[src/hdl/irdec_pkg.sv]
// Shared constants for the infrared pulse-distance LED decoder.
// Command codes, register map and default widths; no dependencies.
package irdec_pkg;

    // Default frame and timer widths
    localparam int CODE_BITS_DEF   = 32;
    localparam int STAMP_WIDTH_DEF = 16;

    // Leader edges that open each frame
    localparam int LEADER_EDGES = 2;

    // Threshold register
    localparam int              THRESH_W        = 16;
    localparam logic [15:0]     THRESHOLD_RESET = 16'd2000;

    // Configuration port
    localparam int              APB_ADDR_W = 3;
    localparam int              APB_DATA_W = 32;
    localparam int              REG_IDX_W  = APB_ADDR_W - 2;
    localparam logic [REG_IDX_W-1:0] REG_BIT_THRESHOLD = '0;

    // Command codes, compared against the zero-extended code word
    localparam int              CMD_W            = 32;
    localparam logic [CMD_W-1:0] CMD_RED_ON       = 32'd14660;
    localparam logic [CMD_W-1:0] CMD_RED_OFF      = 32'd12429;
    localparam logic [CMD_W-1:0] CMD_RED_TOGGLE   = 32'd11919;
    localparam logic [CMD_W-1:0] CMD_GREEN_ON     = 32'd13449;
    localparam logic [CMD_W-1:0] CMD_GREEN_OFF    = 32'd15489;
    localparam logic [CMD_W-1:0] CMD_GREEN_TOGGLE = 32'd13959;

endpackage

[src/hdl/irdec_channels.sv]
// Valid/ready stream interfaces for the edge input and the decode result.
// Depends on irdec_pkg for default widths.
interface irdec_edge_if #(
    parameter int STAMP_WIDTH = irdec_pkg::STAMP_WIDTH_DEF
) ();
    logic                   valid;
    logic                   ready;
    logic [STAMP_WIDTH-1:0] capture_time;

    modport source (output valid, output capture_time, input ready);
    modport sink   (input valid, input capture_time, output ready);
endinterface

interface irdec_result_if #(
    parameter int CODE_BITS = irdec_pkg::CODE_BITS_DEF
) ();
    logic                 valid;
    logic                 ready;
    logic                 red_led;
    logic                 green_led;
    logic                 frame_done;
    logic [CODE_BITS-1:0] received_code;

    modport source (output valid, output red_led, output green_led,
                    output frame_done, output received_code, input ready);
    modport sink   (input valid, input red_led, input green_led,
                    input frame_done, input received_code, output ready);
endinterface

[src/hdl/ir_pulse_code_led_decoder_core.sv]
// Infrared pulse-distance remote decoder driving a red and a green LED.
// Depends on irdec_pkg and the stream interfaces in irdec_channels.sv.

// The block takes one falling-edge timer stamp per transfer and returns one
// result per edge: LED levels, a frame-done flag and the code assembled so
// far. It sustains one edge per clock cycle while the result sink is ready;
// each edge passes an input register and then a result register, whose
// output stalls while the sink holds ready low. The rate is set by the frame
// state update (interval subtract, threshold compare, bit insert and command
// match), which is combinational between the input register and the frame
// state registers. The bit threshold register sits at byte address 0 of the
// APB port and must only be written while no edge is in flight.
module ir_pulse_code_led_decoder_core #(
    parameter int CODE_BITS   = irdec_pkg::CODE_BITS_DEF,
    parameter int STAMP_WIDTH = irdec_pkg::STAMP_WIDTH_DEF
) (
    input  logic                              i_clk,
    input  logic                              i_rst_n,
    irdec_edge_if.sink                        i_edge,
    irdec_result_if.source                    o_result,
    input  logic                              psel,
    input  logic                              penable,
    input  logic                              pwrite,
    input  logic [irdec_pkg::APB_ADDR_W-1:0]  paddr,
    input  logic [irdec_pkg::APB_DATA_W-1:0]  pwdata,
    output logic [irdec_pkg::APB_DATA_W-1:0]  prdata,
    output logic                              pready
);
    import irdec_pkg::*;

    localparam int EDGE_W = $clog2(CODE_BITS + LEADER_EDGES);
    localparam int BIT_W  = $clog2(CODE_BITS);
    localparam int CMP_W  = (STAMP_WIDTH > THRESH_W) ? STAMP_WIDTH : THRESH_W;

    // Configuration register
    logic [THRESH_W-1:0]    r_threshold;

    // Input register
    logic                   r_s1_valid;
    logic [STAMP_WIDTH-1:0] r_s1_stamp;

    // Frame state
    logic [EDGE_W-1:0]      r_edge_index, n_edge_index;
    logic [STAMP_WIDTH-1:0] r_last_stamp;
    logic [CODE_BITS-1:0]   r_code_shift, n_code_shift;
    logic                   r_red_state,  n_red_state;
    logic                   r_green_state, n_green_state;

    // Result register
    logic                   r_out_valid;
    logic                   r_out_red;
    logic                   r_out_green;
    logic                   r_out_done;
    logic [CODE_BITS-1:0]   r_out_code;

    logic                   out_free;
    logic                   s2_fire;
    logic                   in_fire;
    logic                   cfg_write;
    logic                   is_leader;
    logic                   is_last;
    logic                   is_one;
    logic                   n_done;
    logic [EDGE_W-1:0]      bit_full;
    logic [BIT_W-1:0]       bit_idx;
    logic [STAMP_WIDTH-1:0] interval;
    logic [CMD_W-1:0]       code_ext;

    // Handshake control
    assign out_free      = !r_out_valid || o_result.ready;
    assign s2_fire       = r_s1_valid && out_free;
    assign i_edge.ready  = !r_s1_valid || s2_fire;
    assign in_fire       = i_edge.valid && i_edge.ready;

    // APB register access
    assign pready    = 1'b1;
    assign cfg_write = psel && penable && pwrite && pready;

    always_comb begin
        prdata = '0;
        if (paddr[APB_ADDR_W-1:2] == REG_BIT_THRESHOLD) begin
            prdata = APB_DATA_W'(r_threshold);
        end
    end

    always_ff @(posedge i_clk) begin
        if (!i_rst_n) begin
            r_threshold <= THRESHOLD_RESET;
        end else if (cfg_write && paddr[APB_ADDR_W-1:2] == REG_BIT_THRESHOLD) begin
            r_threshold <= pwdata[THRESH_W-1:0];
        end
    end

    // Capture the edge stamp
    always_ff @(posedge i_clk) begin
        if (!i_rst_n) begin
            r_s1_valid <= 1'b0;
        end else if (i_edge.ready) begin
            r_s1_valid <= i_edge.valid;
        end
    end

    always_ff @(posedge i_clk) begin
        if (in_fire) begin
            r_s1_stamp <= i_edge.capture_time;
        end
    end

    // Measure the interval, insert the next code bit and clear the code on the first leader edge
    assign is_leader = r_edge_index < EDGE_W'(LEADER_EDGES);
    assign bit_full  = r_edge_index - EDGE_W'(LEADER_EDGES);
    assign bit_idx   = bit_full[BIT_W-1:0];
    assign interval  = r_s1_stamp - r_last_stamp;
    assign is_one    = CMP_W'(interval) > CMP_W'(r_threshold);
    assign is_last   = !is_leader && (bit_idx == BIT_W'(CODE_BITS - 1));

    always_comb begin
        n_code_shift = r_code_shift;
        n_edge_index = r_edge_index + EDGE_W'(1);
        if (is_leader) begin
            if (r_edge_index == '0) begin
                n_code_shift = '0;
            end
        end else begin
            if (is_one) begin
                n_code_shift[bit_idx] = 1'b1;
            end
            if (is_last) begin
                n_edge_index = '0;
            end
        end
    end

    // Match the finished code against the LED commands
    assign code_ext = CMD_W'(n_code_shift);
    assign n_done   = is_last;

    always_comb begin
        n_red_state   = r_red_state;
        n_green_state = r_green_state;
        if (is_last) begin
            case (code_ext)
                CMD_RED_ON:       n_red_state   = 1'b1;
                CMD_RED_OFF:      n_red_state   = 1'b0;
                CMD_RED_TOGGLE:   n_red_state   = !r_red_state;
                CMD_GREEN_ON:     n_green_state = 1'b1;
                CMD_GREEN_OFF:    n_green_state = 1'b0;
                CMD_GREEN_TOGGLE: n_green_state = !r_green_state;
                default:          ;
            endcase
        end
    end

    // Advance the frame state on each edge
    always_ff @(posedge i_clk) begin
        if (!i_rst_n) begin
            r_edge_index  <= '0;
            r_last_stamp  <= '0;
            r_code_shift  <= '0;
            r_red_state   <= 1'b1;
            r_green_state <= 1'b1;
        end else if (s2_fire) begin
            r_edge_index  <= n_edge_index;
            r_last_stamp  <= r_s1_stamp;
            r_code_shift  <= n_code_shift;
            r_red_state   <= n_red_state;
            r_green_state <= n_green_state;
        end
    end

    // Hold the result until its transfer
    always_ff @(posedge i_clk) begin
        if (!i_rst_n) begin
            r_out_valid <= 1'b0;
        end else if (out_free) begin
            r_out_valid <= r_s1_valid;
        end
    end

    always_ff @(posedge i_clk) begin
        if (s2_fire) begin
            r_out_red   <= n_red_state;
            r_out_green <= n_green_state;
            r_out_done  <= n_done;
            r_out_code  <= n_code_shift;
        end
    end

    assign o_result.valid         = r_out_valid;
    assign o_result.red_led       = r_out_red;
    assign o_result.green_led     = r_out_green;
    assign o_result.frame_done    = r_out_done;
    assign o_result.received_code = r_out_code;

`ifndef SYNTHESIS
    // Edge position stays within one frame
    a_edge_range: assert property (@(posedge i_clk) disable iff (!i_rst_n)
        r_edge_index <= EDGE_W'(CODE_BITS + LEADER_EDGES - 1))
        else $error("edge index beyond frame length");

    // A completed frame returns to the leader
    a_frame_wrap: assert property (@(posedge i_clk) disable iff (!i_rst_n)
        (s2_fire && n_done) |=> (r_edge_index == '0))
        else $error("frame did not restart after last bit");

    // The first leader edge clears the code
    a_leader_clear: assert property (@(posedge i_clk) disable iff (!i_rst_n)
        (s2_fire && r_edge_index == '0) |=> (r_code_shift == '0))
        else $error("code not cleared at frame start");

    // Input stalls only when both registers are full and the output is held
    a_stall_cause: assert property (@(posedge i_clk) disable iff (!i_rst_n)
        !i_edge.ready |-> (r_s1_valid && r_out_valid && !o_result.ready))
        else $error("input stalled without a full pipeline");
`endif

endmodule
[src/flat_wrapper.sv]
// flat-port wrapper written by rule: the top's interface ports become plain ports
module ir_pulse_code_led_decoder_core_flat import irdec_pkg::*;
#(
    parameter int CODE_BITS   = irdec_pkg::CODE_BITS_DEF,
    parameter int STAMP_WIDTH = irdec_pkg::STAMP_WIDTH_DEF
)
  (i_clk, i_rst_n, psel, penable, pwrite, paddr, pwdata, prdata, pready, i_edge_valid, i_edge_capture_time, i_edge_ready, o_result_valid, o_result_red_led, o_result_green_led, o_result_frame_done, o_result_received_code, o_result_ready);
  irdec_edge_if #(.STAMP_WIDTH(STAMP_WIDTH)) i_edge_i ();
  irdec_result_if #(.CODE_BITS(CODE_BITS)) o_result_i ();
  input  logic i_clk;
  input  logic i_rst_n;
  input  logic psel;
  input  logic penable;
  input  logic pwrite;
  input  logic [irdec_pkg::APB_ADDR_W-1:0] paddr;
  input  logic [irdec_pkg::APB_DATA_W-1:0] pwdata;
  output logic [irdec_pkg::APB_DATA_W-1:0] prdata;
  output logic pready;
  input wire logic [$bits(i_edge_i.valid)-1:0] i_edge_valid;
  input wire logic [$bits(i_edge_i.capture_time)-1:0] i_edge_capture_time;
  output wire logic [$bits(i_edge_i.ready)-1:0] i_edge_ready;
  output wire logic [$bits(o_result_i.valid)-1:0] o_result_valid;
  output wire logic [$bits(o_result_i.red_led)-1:0] o_result_red_led;
  output wire logic [$bits(o_result_i.green_led)-1:0] o_result_green_led;
  output wire logic [$bits(o_result_i.frame_done)-1:0] o_result_frame_done;
  output wire logic [$bits(o_result_i.received_code)-1:0] o_result_received_code;
  input wire logic [$bits(o_result_i.ready)-1:0] o_result_ready;
  assign i_edge_i.valid = i_edge_valid;
  assign i_edge_i.capture_time = i_edge_capture_time;
  assign i_edge_ready = i_edge_i.ready;
  assign o_result_valid = o_result_i.valid;
  assign o_result_red_led = o_result_i.red_led;
  assign o_result_green_led = o_result_i.green_led;
  assign o_result_frame_done = o_result_i.frame_done;
  assign o_result_received_code = o_result_i.received_code;
  assign o_result_i.ready = o_result_ready;
  ir_pulse_code_led_decoder_core #(.CODE_BITS(CODE_BITS), .STAMP_WIDTH(STAMP_WIDTH)) u_core (.i_clk(i_clk), .i_rst_n(i_rst_n), .i_edge(i_edge_i), .o_result(o_result_i), .psel(psel), .penable(penable), .pwrite(pwrite), .paddr(paddr), .pwdata(pwdata), .prdata(prdata), .pready(pready));
endmodule
[config.mk]
export PLATFORM = sky130hd
export DESIGN_NAME = ir_pulse_code_led_decoder_core_flat
export DESIGN_NICKNAME = d
export VERILOG_FILES = /design/src/hdl/irdec_pkg.sv /design/src/hdl/irdec_channels.sv /design/src/hdl/ir_pulse_code_led_decoder_core.sv /design/src/flat_wrapper.sv
export SDC_FILE = /design/constraint.sdc
export NUM_CORES = 1
export LEC_CHECK = 0
export BUFFER_PORTS_ARGS = -buffer_cell sky130_fd_sc_hd__buf_4
export CAP_MARGIN = 10
export CELL_PAD_IN_SITES_DETAIL_PLACEMENT = 0
export CELL_PAD_IN_SITES_GLOBAL_PLACEMENT = 1
export CORE_MARGIN = 2
export CORE_UTILIZATION = 30
export CTS_CLUSTER_DIAMETER = 100
export DETAILED_ROUTE_END_ITERATION = 8
export PLACE_DENSITY_LB_ADDON = 0.1
export SLEW_MARGIN = 20
export SYNTH_ARGS = -nofsm -noshare
export SYNTH_HDL_FRONTEND = slang
export SYNTH_SLANG_ARGS = --single-unit
[constraint.sdc]
create_clock -name i_clk -period 6.25 [get_ports i_clk]
set_input_delay 0.625 -clock i_clk [delete_from_list [all_inputs] [get_ports i_clk]]
set_output_delay 0.625 -clock i_clk [all_outputs]
set_load 0.03 [all_outputs]
; ---- Yosys cells after proc, flatten, opt, wreduce, memory -nomap -nowiden
; Index checks and enable logic that the tools add are counted.
[totals]
out_inout_bits = 70
romBits = 0
mem_count = 0
inputBits = 58
reg_bits = 125
latch_bits = 0
mem_bits_rw = 0
word_cells = 56
[classes]
n_bitwise = 2
eq_ne = 7
magnitude_cmp = 4
n_addsub = 3
reduce_logical = 15
n_div = 0
n_mux = 12
shift = 0
mul = 0
[ops]
columns = op, count
row1 = $eq 32x14->1 const B, 6
row2 = $mux 32, 3
row3 = $or 32x32->32, 1
row4 = $gt 16x16->1, 1
row5 = $mux 16, 1
row6 = $sub 16x16->16, 1
row7 = $mux 6, 2
row8 = $logic_and 1x1->1, 7
row9 = $add 6x1->6 const B, 1
row10 = $logic_not 6->1, 1
row11 = $lt 5x6->1 const B, 1
row12 = $lt 6x2->1 const B, 1
row13 = $pmux 1 s3, 2
row14 = $demux 1 s5, 1
row15 = $eq 5x5->1 const B, 1
row16 = $ge 5x1->1 const B, 1
row17 = $logic_not 1->1, 5
row18 = $sub 5x2->5 const B, 1
row19 = $mux 1, 3
row20 = $logic_or 1x1->1, 2
row21 = $not 1->1, 1

; ---- Longest topological paths before layout
[logic_depth]
ltp_word = 11
ltp_mapped = 27
mapped_depth_nobuf = 25

; ---- Worst setup path after synthesis
; Ideal clock, no wire load.
[synth_path]
path_kind = reg-to-reg
start = register u_core.r_last_stamp[1]
end = register u_core.r_out_green (netlist: u_core.o_result.green_led) (data pin)
stages_incl_launch_ff = 26
arrival_ps = 5013
setup_time_ps = 265
path_slack_ps = 972
n_path_buf = 2
synth_period_minus_slack_ps = 5278
path_cell_list = dfxtp_1 -> inv_1 -> ha_1 -> nor2b_1 -> o21ai_0 -> a21oi_1 -> o211ai_1 -> a21oi_1 -> a311o_1 -> o41ai_1 -> o2111ai_1 -> a21oi_1 -> xnor2_1 -> ha_1 -> nand4_2 -> nor2_1 -> and2_1 -> a2111o_1 -> buf_2 -> and2_1 -> clkbuf_1 -> a2111oi_0 -> nand4_1 -> o31ai_1 -> a31o_2 -> o211ai_1
[synth_between]
elab_chain_len = 7
[synth_rtl]
columns = element, line_no
row1 = from (decl), ir_pulse_code_led_decoder_core.sv:44  ; logic [STAMP_WIDTH-1:0] r_last_stamp;
row2 = from (signal assigned), ir_pulse_code_led_decoder_core.sv:164  ; r_last_stamp <= r_s1_stamp;
row3 = $sub 16x16->16 *, ir_pulse_code_led_decoder_core.sv:113  ; assign interval = r_s1_stamp - r_last_stamp;
row4 = $gt 16x16->1 *, ir_pulse_code_led_decoder_core.sv:114  ; assign is_one = CMP_W'(interval) > CMP_W'(r_threshold);
row5 = $mux 32 *, ir_pulse_code_led_decoder_core.sv:125  ; if (is_one) begin
row6 = $mux 32 *, ir_pulse_code_led_decoder_core.sv:120  ; if (is_leader) begin
row7 = $eq 32x14->1, ir_pulse_code_led_decoder_core.sv:142  ; case (code_ext)
row8 = $pmux 1 s3 *, ir_pulse_code_led_decoder_core.sv:142
row9 = $mux 1 *, ir_pulse_code_led_decoder_core.sv:141  ; if (is_last) begin
row10 = named net u_core.n_green_state, ir_pulse_code_led_decoder_core.sv:47  ; logic r_green_state, n_green_state;
row11 = to (signal assigned), ir_pulse_code_led_decoder_core.sv:183  ; r_out_green <= n_green_state;
row12 = to (decl), ir_pulse_code_led_decoder_core.sv:52  ; logic r_out_green;
; Mark *: on every way through the listed nets, which the timed path passes. The rest lies on a longest branch.
; A chain may end at the register's enable or synchronous reset.

; ---- Worst setup path after layout
[layout_path]
start = register u_core.r_last_stamp[1]
end = register u_core.r_out_green (netlist: u_core.o_result.green_led) (data pin)
[layout_between]
elab_chain_len = 7
[layout_rtl]
columns = element, line_no
row1 = $sub 16x16->16 *, ir_pulse_code_led_decoder_core.sv:113
row2 = $gt 16x16->1 *, ir_pulse_code_led_decoder_core.sv:114
row3 = $mux 32 *, ir_pulse_code_led_decoder_core.sv:125
row4 = $mux 32 *, ir_pulse_code_led_decoder_core.sv:120
row5 = named net u_core.code_ext[2], ir_pulse_code_led_decoder_core.sv:67  ; logic [CMD_W-1:0] code_ext;
row6 = $eq 32x14->1, ir_pulse_code_led_decoder_core.sv:142
row7 = $pmux 1 s3 *, ir_pulse_code_led_decoder_core.sv:142
row8 = $mux 1 *, ir_pulse_code_led_decoder_core.sv:141
row9 = named net u_core.n_green_state, ir_pulse_code_led_decoder_core.sv:47
; Marked as above.

==> results.json <==
{
  "outcome": "finished, final reports clean",
  "async_reset_ff_share_pct": 0,
  "vias": 5288,
  "timing.rr.start": "u_core.r_last_stamp[1]$_SDFFE_PN0P_",
  "use_met1_pct": 21.18,
  "fin_area_mm2": 0.008087,
  "leakage_nw": 3.270,
  "dieWidth_um": 152.2,
  "wl_um": 17040,
  "crit_fanout": 12,
  "syn_avg_cell_area_um2": 9.164,
  "critPathMaxStageDelay_ps": 530,
  "netlist_area_mm2": 0.006589,
  "cts_tree": "built",
  "synth_compound_area_share_pct": 17.15,
  "dpl_cell_area_mm2": 0.007498,
  "cts-root-buf": "clkbuf_16",
  "skew_ps": 8.380,
  "antenna_cells": 0,
  "seq_area_mm2": 0.003013,
  "drtAntennaViolNets": 0,
  "grt.total_usage_pct": 15.04,
  "synth.ff_latch_count": 125,
  "core_mm2": 0.02169,
  "synth_top_family_by_area": "simple AND/OR/NAND/NOR gates",
  "hp-class": "input pin to register",
  "tns_ps": 0,
  "worst-setup-path-type": "register to register",
  "final_nets": 902,
  "hpwl_um": 12020,
  "die_h_um": 152.2,
  "rsz0062_at_grt": "false",
  "yosys-mux-area-fraction_pct": 0.1519,
  "fin_crit_ps": 5738,
  "ys.flop_type": "dfxtp_1",
  "yosys.area_share.simple_pct": 20.19,
  "grt_max_degree": 70,
  "vias_per_cell": 4.812,
  "antenna_found_initial": 0,
  "worstMarginPinSlew_ps": 865.7,
  "dp.cells": 1066,
  "worstPathCellList": "inv_1 > ha_1 > nor2b_1 > o21ai_0 > a21oi_1 > o211ai_1 > a21oi_1 > a311o_1 > o41ai_1 > buf_4 > o2111ai_1 > a21oi_1 > xnor2_1 > ha_1 > nand4_2 > nor2_1 > and2_1 > a2111o_2 > a32o_1 > a2111oi_1 > nand4_1 > o31ai_1 > a31o_2 > o211ai_1",
  "synthAdderAreaFrac_pct": 7.330,
  "grt_pass1_wl_um": 28150,
  "synth_area_leader_cell": "edfxtp_1",
  "synth_warnings": 0,
  "start_kind": "register",
  "clk_latency_ps": 410,
  "synth_edf_count": 51,
  "synthCells": 719,
  "ys_seq_area_share_pct": 45.73,
  "place_congestion": 0.8194,
  "cap_violations": 0,
  "core.rowCount": 54,
  "cts_num_sinks": 125,
  "drt-initial-drc-count": 309,
  "min_from": "i_edge_capture_time[9]",
  "p_per_area_mw_per_mm2": 274.9,
  "final_util_pct": 37.29,
  "ir_worst_vdd_mv": 0.1748,
  "start_util_pct": 30.38,
  "finalNonFillerCells": 1099,
  "grt_use_met3_pct": 3.271,
  "reg2regPathDepth": 24,
  "wl_per_cell_um": 15.51,
  "grt_pass1_vias": 5390,
  "cp.required_ps": 6390,
  "slowest_stage": "a2111o_2",
  "n_fill_cell": 2186,
  "drc_errors": 0,
  "whs_ps": 385.9,
  "layout-drive-gt1-share_pct": 17.70,
  "relSlewSlack_pct": 42.29,
  "crit_top_cell": "a21oi_1",
  "setup_viol": 0,
  "synthTopCellsByArea": "edfxtp_1 23%, dfxtp_1 22%, ha_1 7.0%",
  "cp-end-kind": "register",
  "ios": 128,
  "fmax_mhz": 174.3,
  "drt-pass1-iter-count": 4,
  "min_period_over_period_pct": 91.81,
  "r2r_end": "u_core.o_result.green_led$_DFFE_PP_",
  "yosysTopAreaCellShare_pct": 23.24,
  "area_growth_pct": 22.73,
  "clkTransAtPathRegs_ps": 60,
  "finalHoldViolations": 0,
  "multi_input_area_mm2": 0.003186,
  "synth_xor_area_share_pct": 2.393,
  "holdPathEnd": "u_core.r_s1_stamp[9]$_DFFE_PP_",
  "grt.busiest_layer": "met2",
  "synthTopCellsByCount": "103 x nand2_1, 86 x nor2_1, 74 x dfxtp_1",
  "port_buffers": 92,
  "gr-usage-met2_pct": 22.95,
  "cp.arrival_ps": 5870,
  "synth_cell_types": 64,
  "htreeDepth": 4,
  "cts_inserted_buffers": 17,
  "final_max_slew_viol_count": 0,
  "hold_depth": 1,
  "die_area_mm2": 0.02316,
  "clockBufferDepth": 2,
  "rrSetupSlack_ps": 510,
  "overflow": 0,
  "yosysMostFrequentCell": "nand2_1"
}
[cells by family (layout without fill, tap and decap cells)]
group	Yosys count	in the layout
mux	1	1
flops	125	125
buf+inv	102	187
other cells	2	17
fa+ha+maj	38	38
compound gates	153	153
simple gates	280	280
xor+xnor	18	18
[final cells by class]
type / instances / share of cell area (%)
clock inverter: 11 / 1.470
timing repair buffer: 103 / 9.562
sequential: 125 / 37.26
multi-input combinational: 507 / 39.39
tap: 280 / 4.332
clock buffer: 21 / 5.570
inverter: 52 / 2.414
[critical path, delay by kind of cell (launching register included)]
family,cells,cell delay (ps)
buffers and inverters,2,250
XOR/XNOR,1,150
AND/OR/NAND/NOR,5,700
AO/OA/AOI/OAI,14,3440
flip-flops,1,380
adder cells (fa/ha/maj),2,570
[metrics by stage]
stage	power [mW]	setup slack (ps)
floorplan	1.174	972.3
global placement	1.274	554.0
detailed placement	1.280	358.5
CTS	2.251	324.6
global route	2.334	12.89
finish	2.223	511.7
[sequential cells by signal, summed over array words and instances (netlist names)]
register                       count
u_core.o_result.received_code     32
u_core.o_result.green_led          1
u_core.r_last_stamp               16
u_core.r_edge_index                6
u_core.r_s1_stamp                 16
u_core.r_red_state                 1
u_core.r_code_shift               32
u_core.r_green_state               1
u_core.r_threshold                16
u_core.o_result.red_led            1
u_core.o_result.valid              1
u_core.o_result.frame_done         1
u_core.r_s1_valid                  1
[layout by cell type (no fill, tap or decap), drive strengths merged, types with 7 or more instances in the layout]
| cell type | netlist | routed |
|---|---|---|
| a21boi | 34 | 34 |
| inv | 52 | 52 |
| a21oi | 23 | 23 |
| o21ai | 21 | 21 |
| xnor2 | 14 | 14 |
| and2 | 10 | 10 |
| o211ai | 11 | 11 |
| nand3 | 10 | 10 |
| ha | 37 | 37 |
| nor2 | 86 | 86 |
| nor3 | 9 | 9 |
| a22o | 21 | 21 |
| nor2b | 11 | 11 |
| dfxtp | 74 | 74 |
| buf | 24 | 103 |
| nor3b | 21 | 21 |
| nand4 | 10 | 10 |
| nand2 | 103 | 103 |
| conb | 2 | 17 |
| clkbuf | 26 | 21 |
| clkinv | 0 | 7 |
| edfxtp | 51 | 51 |
[repair_timing]
action	in CTS	in global routing
gates resized for setup	0	3
setup buffers	0	1
setup endpoints to repair	0	4
hold buffers	0	0
[worst max-delay path by stage]
stage,depth (start not counted),start,end,slack [ps]
after CTS,23,u_core.r_last_stamp[1]$_SDFFE_PN0P_,u_core.o_result.green_led$_DFFE_PP_,320
after floorplan,25,u_core.r_last_stamp[1]$_SDFFE_PN0P_,u_core.o_result.green_led$_DFFE_PP_,970
final,24,u_core.r_last_stamp[1]$_SDFFE_PN0P_,u_core.o_result.green_led$_DFFE_PP_,510
after global routing,24,u_core.r_last_stamp[1]$_SDFFE_PN0P_,u_core.o_result.green_led$_DFFE_PP_,10
after global placement,24,u_core.r_last_stamp[1]$_SDFFE_PN0P_,u_core.r_red_state$_SDFFE_PN1P_,550
after detailed placement,23,u_core.r_last_stamp[1]$_SDFFE_PN0P_,u_core.o_result.green_led$_DFFE_PP_,360
[where the power goes]
group / total [mW] / switching, mW / internal, mW / leakage, nW
logic: 0.359 / 0.225 / 0.134 / 1.91
registers: 0.907 / 0.0199 / 0.887 / 1.09
clock network: 0.957 / 0.363 / 0.595 / 0.272
[per-layer routing]
metal  vias up  part of all wire [%]
met3        16                   4.4
met1      2513                    51
met2       103                    44
met5         -                     0
met4         0                   1.2
li1       2656                     -
No activity file was read; power rests on OpenSTA's default activity.
